**config.mk**
```make
export PLATFORM = sky130hd
export DESIGN_NAME = csue_ram
export DESIGN_NICKNAME = d
export VERILOG_FILES = /design/src/rtl/csue_ram.sv
export SDC_FILE = /design/constraint.sdc
export NUM_CORES = 1
export LEC_CHECK = 0
export ABC_AREA = 1
export BUFFER_PORTS_ARGS = -buffer_cell sky130_fd_sc_hd__buf_4
export CORE_UTILIZATION = 40
export DETAILED_ROUTE_END_ITERATION = 16
export GPL_ROUTABILITY_DRIVEN = 0
export PLACE_DENSITY = 0.65
export SLEW_MARGIN = 10
export SYNTH_ARGS = -nofsm -noshare
export SYNTH_HDL_FRONTEND = slang
export SYNTH_SLANG_ARGS = --single-unit
```
**constraint.sdc**
```tcl
create_clock -name clk -period 1.2 [get_ports clk]
set_input_delay 0.18 -clock clk [delete_from_list [all_inputs] [get_ports clk]]
set_output_delay 0.18 -clock clk [all_outputs]
set_load 0.01 [all_outputs]
```
**src/rtl/csue_ram.sv**
```systemverilog
module csue_ram #(
    parameter int WIDTH = 8,
    parameter int DEPTH = 2
) (
    input  logic                                      clk,
    input  logic                                      we,
    input  logic [((DEPTH > 1) ? $clog2(DEPTH) : 1)-1:0] waddr,
    input  logic [WIDTH-1:0]                          wdata,
    input  logic [((DEPTH > 1) ? $clog2(DEPTH) : 1)-1:0] raddr,
    output logic [WIDTH-1:0]                          rdata
);

    logic [WIDTH-1:0] mem_reg [DEPTH];
    logic [WIDTH-1:0] rdata_reg;

    // Write port, registered read port
    always_ff @(posedge clk)
    begin
        if (we)
        begin
            mem_reg[waddr] <= wdata;
        end
        rdata_reg <= mem_reg[raddr];
    end

    assign rdata = rdata_reg;

endmodule

```
==> metrics.txt <==
# Max-Cap Violations 0; R2R Setup Slk 600 ps; leakage around 0.00043 µW; Hold Path Class input port to flop; CP cell instances buf_4; Synth async-reset ratio 0%; max frequency 1.06 GHz; vias per cell 4.04; FF-to-FF Start mem_reg[1][1]; Die ar. 2080 µm²; Power Dens Cells 1680 nW/µm²; initial antenna violation count 0; first-pass GRT wire length 1480 µm; via count 412; Antenna diodes 0; Tcrit/Tclk final 78.6%; IO Port Bufs 19; CTS tree done; Residual DRC 0; post-synthesis instance area 761 µm²; Distinct cells, synth 7; fin crit period 943 ps; Clock Skews 11.4 ps; final setup margin 257 ps; overall die height 45.6 µm; R2R cell count 2; Max IR drop VDD ~0.0008 V; syn_nets 66; Critical Setup Path Class flop to primary output; EDFF count, synth 16; cell count of the worst hold path 1; endpoint class of the critical path primary output; reg-to-reg endpoint rdata[1]; Hold Path Sink mem_reg[0][3]; WP buf/inv 1; CTS Buf Count 3; I/O pin total 20; Final ANT Viol Nets 0; Fill cells 148; largest net degree at the start of global routing 15; count of pins over their slew limit 0; pre-CTS WS 287 ps; top cells by count, synth nand2_1 (25), edfxtp_1 (16), dfxtp_1 (8); Seq/Total Area, Yosys 84.2%; H-Tree Depth 1; Power Total ~1700 µW; vias in the first global route 347; hold_buf cts 0; CORE AREA 1750 µm²; Multi-input gate area 97.6 µm²; final hold violations 0; fin area a little under 1000 µm²; Hold Startpoint wdata[3]; layout cells sized above 1 32.5%; clock insertion delay at the later pin of the skew report about 310 ps; headroom to the max-slew limit just under 80%; # nets final 90; Yosys top cell by area edfxtp_1; clk slew on worst S/H paths 130 ps; placed inst area 931 µm²; critical path's slowest cell dfxtp_1; Top delay family on crit path flip-flops; Worst EP required ~1000 ps; setup_tns 0 ps; GRT Util Overall about 11%; area fraction of the dominant cell type after synthesis 63.2%; Setup crit start rdata[4]; unrepaired setup endpoints after global routing no; Synth Instances 54; Initial Util between 40% and 50%; DRT iter0 DRCs 5; Max FO, Critical Path 1; setup violators final 0; status finished, final reports clean; clock sink count 24; clk buf depth 2; top-count cell post-synth nand2_1; post-DP HPWL around 680 µm; Avg Cell Area, Syn 14.1 µm²; area grow syn2layout 29.3%; postcts setup bufs 0; post-CTS sizing 0; total gr overflow 0; Worst-Margin Slew 317 ps; #FFs+latches synth 24; worst path arrival time 760 ps; Root Buffer clkbuf_4; synth warn 0; Detailed Route WL 997 µm; die width 45.6 µm; Site Rows 15; top cells by area, synth edfxtp_1 (63%), dfxtp_1 (21%), nand2_1 (12%), buf_6 (1.5%), inv_1 (0.99%); Slowest Stage Delay on Critical Path 320 ps; DRT Pass-1 Iters 4; CP Launch Type flop; wire per inst 9.77 µm; sequential cell area 641 µm²; max FFs per register 16; Main synth FF type edfxtp_1
-- per-stage QoR --
stage               utilization [%]  cells  hold slack, ps
finish                         56.3    102            43.2
detailed placement             53.3     98             369
floorplan                         -     54             279
CTS                            56.3    102            40.9
global route                   56.3    102            22.4
global placement               53.3     98             367
-- placed cells by master (no fill, tap or decap) --
cell type and n:
inv_1 2, nand2_1 25, buf_4 20, inv_2 1, nor2_1 1, bufinv_16 1
clkbuf_4 3, edfxtp_1 16, dfxtp_1 8
-- worst max-delay path by stage --
stage	slack [ps]	cells after the start	end
after global routing	220	1	rdata[0]
final	260	1	rdata[4]
after floorplan	260	2	mem_reg[0][0]
after CTS	250	1	rdata[3]
after detailed placement	290	3	mem_reg[1][4]
after global placement	310	3	mem_reg[1][6]
-- power by group --
group | total [µW] | leakage, µW | internal (µW) | switching, µW
registers | 959 | 0.000218 | 945 | 13.3
logic | 124 | 0.000189 | 64.6 | 59.2
clock network | 569 | 0.0000279 | 337 | 231
total | 1650 | 0.000435 | 1350 | 304
-- area by class of cell --
type | count | area share, %
clock buffer | 3 | 2.29
clock inverter | 1 | 3.05
inverter | 3 | 1.15
multi-input combinational | 26 | 9.92
sequential | 24 | 65.1
tap | 25 | 3.18
timing repair buffer | 20 | 15.3
-- layer usage --
layer	routed length [µm]	GRT usage, %
met1	419	12.5
met5	0	0
met2	511	18.0
met3	54	2.38
met4	12	9.09
-- cell families (layout without fill, tap and decap cells) --
group / Yosys count / in the layout / synth area share [%]
AND/OR/NAND/NOR: 26 / 26 / 12.8
buffers and inverters: 4 / 27 / 2.96
flip-flops: 24 / 24 / 84.2
Power figures use the tool's default switching activity.
